<file path="config.mk">
export PLATFORM = sky130hd
export DESIGN_NAME = ffca_chain
export DESIGN_NICKNAME = d
export VERILOG_FILES = /design/src/design/ffca_pkg.sv /design/src/design/ffca_cell.sv /design/src/design/ffca_chain.sv
export SDC_FILE = /design/constraint.sdc
export NUM_CORES = 2
export LEC_CHECK = 0
export ABC_AREA = 1
export BUFFER_PORTS_ARGS = -buffer_cell sky130_fd_sc_hd__buf_2
export CAP_MARGIN = 20
export CORE_MARGIN = 5
export CORE_UTILIZATION = 40
export DETAILED_ROUTE_END_ITERATION = 16
export PLACE_DENSITY = 0.57
export SLEW_MARGIN = 20
export SYNTH_ARGS = -nofsm -noshare
export SYNTH_HDL_FRONTEND = slang
export SYNTH_SLANG_ARGS = --single-unit
</file>
<file path="constraint.sdc">
create_clock -name clk_i -period 2.35 [get_ports clk_i]
set_input_delay 0.235 -clock clk_i [delete_from_list [all_inputs] [get_ports clk_i]]
set_output_delay 0.235 -clock clk_i [all_outputs]
set_load 0.01 [all_outputs]
</file>
<file path="src/design/ffca_pkg.sv">
// shared types, constants and helpers for the first-fit coalescing allocator
// no dependencies
package ffca_pkg;

  localparam int MAX_FRAGMENTS = 16;
  localparam int ALIGN_BYTES   = 8;
  localparam int HEADER_BYTES  = 8;
  localparam int MIN_CHUNK     = 16;
  localparam int PAD_BYTES     = 0;
  localparam int ADDR_BITS     = 16;

  localparam int LEN_BITS   = 17;
  localparam int IDX_BITS   = $clog2(MAX_FRAGMENTS);
  localparam int CNT_BITS   = $clog2(MAX_FRAGMENTS + 1);
  localparam int ALIGN_BITS = $clog2(ALIGN_BYTES);
  localparam int HDR_BITS   = ADDR_BITS - ALIGN_BITS;
  localparam int HDR_DEPTH  = 1 << HDR_BITS;
  localparam int CFG_IDX_BITS = 1;
  localparam int CFG_BITS   = 17;

  localparam logic [LEN_BITS-1:0] LEN_MAX = '1;

  typedef enum logic [CFG_IDX_BITS-1:0] {
    REG_ARENA_BASE = 1'b0,
    REG_ARENA_SIZE = 1'b1
  } reg_idx_e;

  typedef enum logic [2:0] {
    ST_OK        = 3'd0,
    ST_NO_SPACE  = 3'd1,
    ST_OUTSIDE   = 3'd2,
    ST_SIZE_BAD  = 3'd3,
    ST_ALREADY   = 3'd4,
    ST_FULL      = 3'd5
  } status_e;

  typedef enum logic {
    CMD_ALLOC = 1'b0,
    CMD_FREE  = 1'b1
  } cmd_e;

  typedef struct packed {
    logic                 command;
    logic [15:0]          request_bytes;
    logic [ADDR_BITS-1:0] free_address;
  } in_word_t;

  typedef struct packed {
    logic [2:0]           status;
    logic [ADDR_BITS-1:0] payload_address;
    logic [LEN_BITS-1:0]  granted_size;
  } out_word_t;

  // one table entry as handed between cells
  typedef struct packed {
    logic [ADDR_BITS-1:0] start;
    logic [LEN_BITS-1:0]  len;
  } seg_t;

  // shift control from sequencer to the chain
  typedef enum logic [2:0] {
    SH_HOLD  = 3'd0,
    SH_LOAD  = 3'd1,
    SH_WRITE = 3'd2,
    SH_INS   = 3'd3,
    SH_DEL   = 3'd4
  } shift_e;

  typedef struct packed {
    shift_e              op;
    logic [IDX_BITS-1:0] pos;
    seg_t                data;
  } chain_ctl_t;

  // saturating length add
  function automatic logic [LEN_BITS-1:0] sat_add(input logic [LEN_BITS-1:0] a,
                                                  input logic [LEN_BITS-1:0] b);
    logic [LEN_BITS:0] s;
    s = {1'b0, a} + {1'b0, b};
    return s[LEN_BITS] ? LEN_MAX : s[LEN_BITS-1:0];
  endfunction

endpackage

</file>
<file path="src/design/ffca_cell.sv">
// one cell of the free segment chain: holds one table entry
// depends on ffca_pkg
module ffca_cell import ffca_pkg::*; (
  input  logic                clk_i,
  input  logic                rst_ni,
  input  chain_ctl_t          ctl_i,
  input  logic [IDX_BITS-1:0] my_idx_i,
  input  seg_t                init_i,
  input  seg_t                prev_i,
  input  seg_t                next_i,
  output seg_t                seg_o
);

  seg_t seg_q, seg_d;

  // select the new contents by shift operation
  always_comb begin
    seg_d = seg_q;
    case (ctl_i.op)
      SH_LOAD:  seg_d = init_i;
      SH_WRITE: if (my_idx_i == ctl_i.pos) seg_d = ctl_i.data;
      SH_INS: begin
        if (my_idx_i == ctl_i.pos) seg_d = ctl_i.data;
        else if (my_idx_i > ctl_i.pos) seg_d = prev_i;
      end
      SH_DEL:   if (my_idx_i >= ctl_i.pos) seg_d = next_i;
      default:  seg_d = seg_q;
    endcase
  end

  always_ff @(posedge clk_i or negedge rst_ni) begin
    if (!rst_ni) begin
      seg_q <= '0;
    end else begin
      seg_q <= seg_d;
    end
  end

  assign seg_o = seg_q;

endmodule

</file>
<file path="src/design/ffca_chain.sv">
// row of segment cells, each shifts to or from its neighbors
// depends on ffca_pkg, ffca_cell
module ffca_chain import ffca_pkg::*; (
  input  logic       clk_i,
  input  logic       rst_ni,
  input  chain_ctl_t ctl_i,
  input  seg_t       init_i,
  input  logic [IDX_BITS-1:0] rd_idx_i,
  output seg_t       rd_o,
  output seg_t       rd_next_o
);

  seg_t segs [MAX_FRAGMENTS];

  for (genvar g = 0; g < MAX_FRAGMENTS; g++) begin : g_cell
    seg_t prev_s, next_s;
    if (g == 0) begin : g_first
      assign prev_s = '0;
    end else begin : g_mid
      assign prev_s = segs[g-1];
    end
    if (g == MAX_FRAGMENTS - 1) begin : g_last
      assign next_s = '0;
    end else begin : g_rest
      assign next_s = segs[g+1];
    end
    ffca_cell u_cell (
      .clk_i,
      .rst_ni,
      .ctl_i,
      .my_idx_i (IDX_BITS'(g)),
      .init_i   (g == 0 ? init_i : seg_t'('0)),
      .prev_i   (prev_s),
      .next_i   (next_s),
      .seg_o    (segs[g])
    );
  end

  // read port for the sequencer walking the table
  assign rd_o      = segs[rd_idx_i];
  assign rd_next_o = (rd_idx_i == IDX_BITS'(MAX_FRAGMENTS - 1)) ? seg_t'('0)
                                                                : segs[rd_idx_i + 1'b1];

endmodule

</file>
==> results.toml <==
[synthesis]
syn-cell-area_um2 = 43670
async_flop_share = 1.000
synth.distinct_cells = 31
synthFlopType = "dfrtp_1"
yosys_warnings = 0
synth_enable_flop_cells = 0
syn_area_per_cell_um2 = 5.694
synth_area_leaders = "dfrtp_1 (30%), nand2_1 (28%), nand3_1 (18%)"
syn-num-nets = 7749
synth_common_cells = "nand2_1 (3284), nand3_1 (1591), inv_1 (655), dfrtp_1 (528), o21ai_0 (452)"
synth_top_cell_by_area = "dfrtp_1"
ys_seq_area_frac = 0.3026
yosysMostFrequentCell = "nand2_1"
synth_top_area_share = 0.3026
post_synth_inst_count = 7669
ys_ff_latch = 528

[hold_path]
hp-start = "ctl_i[22]"
hold_path.class = "in2reg"

[final_layout]
nNetsFinal = 7714
drive_gt1_frac = 0.08679
area_delta_synth_final_pct = 16.02
largest_reg_flops = 528
fin_cells = 9105

[timing]
fmaxAchievable_mhz = 422.4
maxSlewHeadroom = 0.4790
fin_ws_ps = -17.39
drv_slew = 0
tightest_slew_ps = 781.6
post-route-period-util = 1.007
hold_viol = 0
finClkSkew_ps = 21.68
finalCriticalPeriod_ps = 2367
finalSetupViolCount = 1

[routing]
vias = 54530
finalWirelength_mm = 233.0
drc = 0
detail_route.wl_per_cell_um = 25.59
viasPerCell = 5.989
first_pass_iters = 8
drtAntennaViolNets = 0
drtIter0Drc = 8400

[floorplanning]
rows = 121
die_h_um = 340.4
start_util = 0.4017
dieArea_um2 = 115900
die_x_um = 340.4
ios = 145
core_area_um2 = 108700

[place]
gp_congestion = 0.9873
dp_hpwl_mm = 145.2
place_ws_ps = -167.6
numPortBuffers = 144
dp.cells = 8927

[worst_setup_path]
r2r_start = "g_cell[1].u_cell.seg_o[25]"
cp-end-kind = "primary output"
critPathKind = "in2out"
crit_arrival_ps = 2130
cp.required_ps = 2120
crit_start = "rd_idx_i[0]"
startpoint_type = "primary input"
worstPathMaxFanout = 27

[clocking]
cts.clk_slew.worst_paths_ps = 60
tritoncts = "built"
clk_latency_ps = 660
cts_root_buf = "clkbuf_16"
cts_buffers = 72
cts_max_level = 3
clock_sinks = 528
cts_max_path_buffers = 3

[pwr]
p_per_area_nw_per_um2 = 619.6
p_leak_nw = 27.21
vdd_drop_max_mv = 0.6232

[run]
drv_cap = 0

[grt]
globalRouteTotalUtil = 0.3850
grt_max_degree = 111
overflow = 0
antenna_found_initial = 7
grt_pass1_wl_mm = 336.0
grt_pass1_vias = 49200

[run_status]
status = "complete, but fails checks"
violations = "negative setup slack"
cell type report:
class                      instances  area (um^2)
fill                           11520        58040
multi-input combinational       5857        25830
sequential                       528        13210
timing repair buffer             496         4907
inverter                         679         2582
clock buffer                     108         2215
tap                             1414         1769
clock inverter                    17        123.9
antenna                            6        15.01
metal layers:
metal	up-vias	wire, um	global-route usage
met3	869	33800	0.1236
met5	-	16	0
met1	25170	90200	0.5157
met2	4053	93480	0.5468
met4	2	15460	0.2141
li1	24440	-	-
kinds of logic (layout without fill, tap and decap cells):
| kind of cell | after synthesis | count (layout) | share of synthesized area |
|---|---|---|---|
| AND/OR/NAND/NOR | 4965 | 4965 | 0.4756 |
| AO/OA/AOI/OAI | 888 | 888 | 0.1062 |
| buffers and inverters | 1284 | 1300 | 0.1147 |
| other | 0 | 6 | 0 |
| adder cells (fa/ha/maj) | 1 | 1 | 0.0002865 |
| flip-flops | 528 | 528 | 0.3026 |
| XOR/XNOR | 3 | 3 | 0.0006018 |
cell usage in the layout (no fill, tap or decap), types with 3 or more instances in the layout:
| cell type | synthesis | final |
|---|---|---|
| nand2_1 | 3284 | 3266 |
| nand3_1 | 1591 | 1589 |
| inv_1 | 655 | 648 |
| dfrtp_1 | 528 | 527 |
| o21ai_0 | 452 | 452 |
| a21oi_1 | 332 | 318 |
| buf_4 | 15 | 195 |
| buf_2 | 105 | 138 |
| buf_12 | 0 | 111 |
| clkbuf_16 | 0 | 78 |
| dlygate4sd3_1 | 0 | 47 |
| nor2_1 | 53 | 43 |
| o211ai_1 | 33 | 33 |
| a22oi_1 | 33 | 33 |
| o21ai_1 | 33 | 32 |
| inv_2 | 20 | 25 |
| nand2_2 | 7 | 22 |
| nor2_4 | 5 | 20 |
| clkinv_2 | 0 | 15 |
| clkbuf_8 | 0 | 15 |
| clkbuf_1 | 411 | 15 |
| nand4_1 | 14 | 14 |
| a21oi_4 | 0 | 7 |
| a21oi_2 | 0 | 7 |
| diode_2 | 0 | 6 |
| nand3_2 | 3 | 4 |
| inv_8 | 0 | 3 |
| nand2_4 | 0 | 3 |
| o21ai_4 | 0 | 3 |
what timing repair did:
item                       4_1_cts  5_1_grt
gates resized for setup         11       18
buffers inserted                 0        0
pin swaps                        0        3
hold endpoints to repair       290        0
hold buffers                    47        0
setup endpoints to repair        9       14
critical path, stage by stage:
cell     delay, ps
buf_8          140
ha_4           310
inv_6          150
buf_12         240
buf_12         160
nand3_1         80
nand3_1         70
nand3_1         90
a21oi_1        380
buf_2          220
worst paths after layout:
check	end	slack, ps	cells after the start
max reg2reg	g_cell[0].u_cell.seg_o[25]	790	7
min	g_cell[0].u_cell.seg_o[22]	30	5
max in group asynchronous	g_cell[5].u_cell.seg_o[12]	1400	4
min reg2reg	g_cell[10].u_cell.seg_o[32]	500	2
min in group asynchronous	g_cell[2].u_cell.seg_o[24]	110	2
max	rd_next_o[19]	-20	10
stage by stage:
step | util | total power, mW | instance area [um^2] | TNS, ps | hold WS [ps]
after detailed placement | 0.4390 | 19.63 | 47720 | -343.7 | 198.1
final | 0.4661 | 31.39 | 50660 | -17.39 | 30.96
after floorplan | - | 15.59 | 43670 | 0 | -60.59
after global placement | 0.4390 | 19.59 | 47720 | -300.6 | 202.9
after CTS | 0.4653 | 31.05 | 50570 | 0 | 0.1996
after global routing | 0.4659 | 32.47 | 50650 | -0.6912 | 54.35
where the power goes:
part,total [mW],internal [mW],switching [mW]
logic,9.23,2.74,6.49
registers,10.8,9.99,0.796
clock network,11.4,6.59,4.78
(Power assumes the default switching activity.)
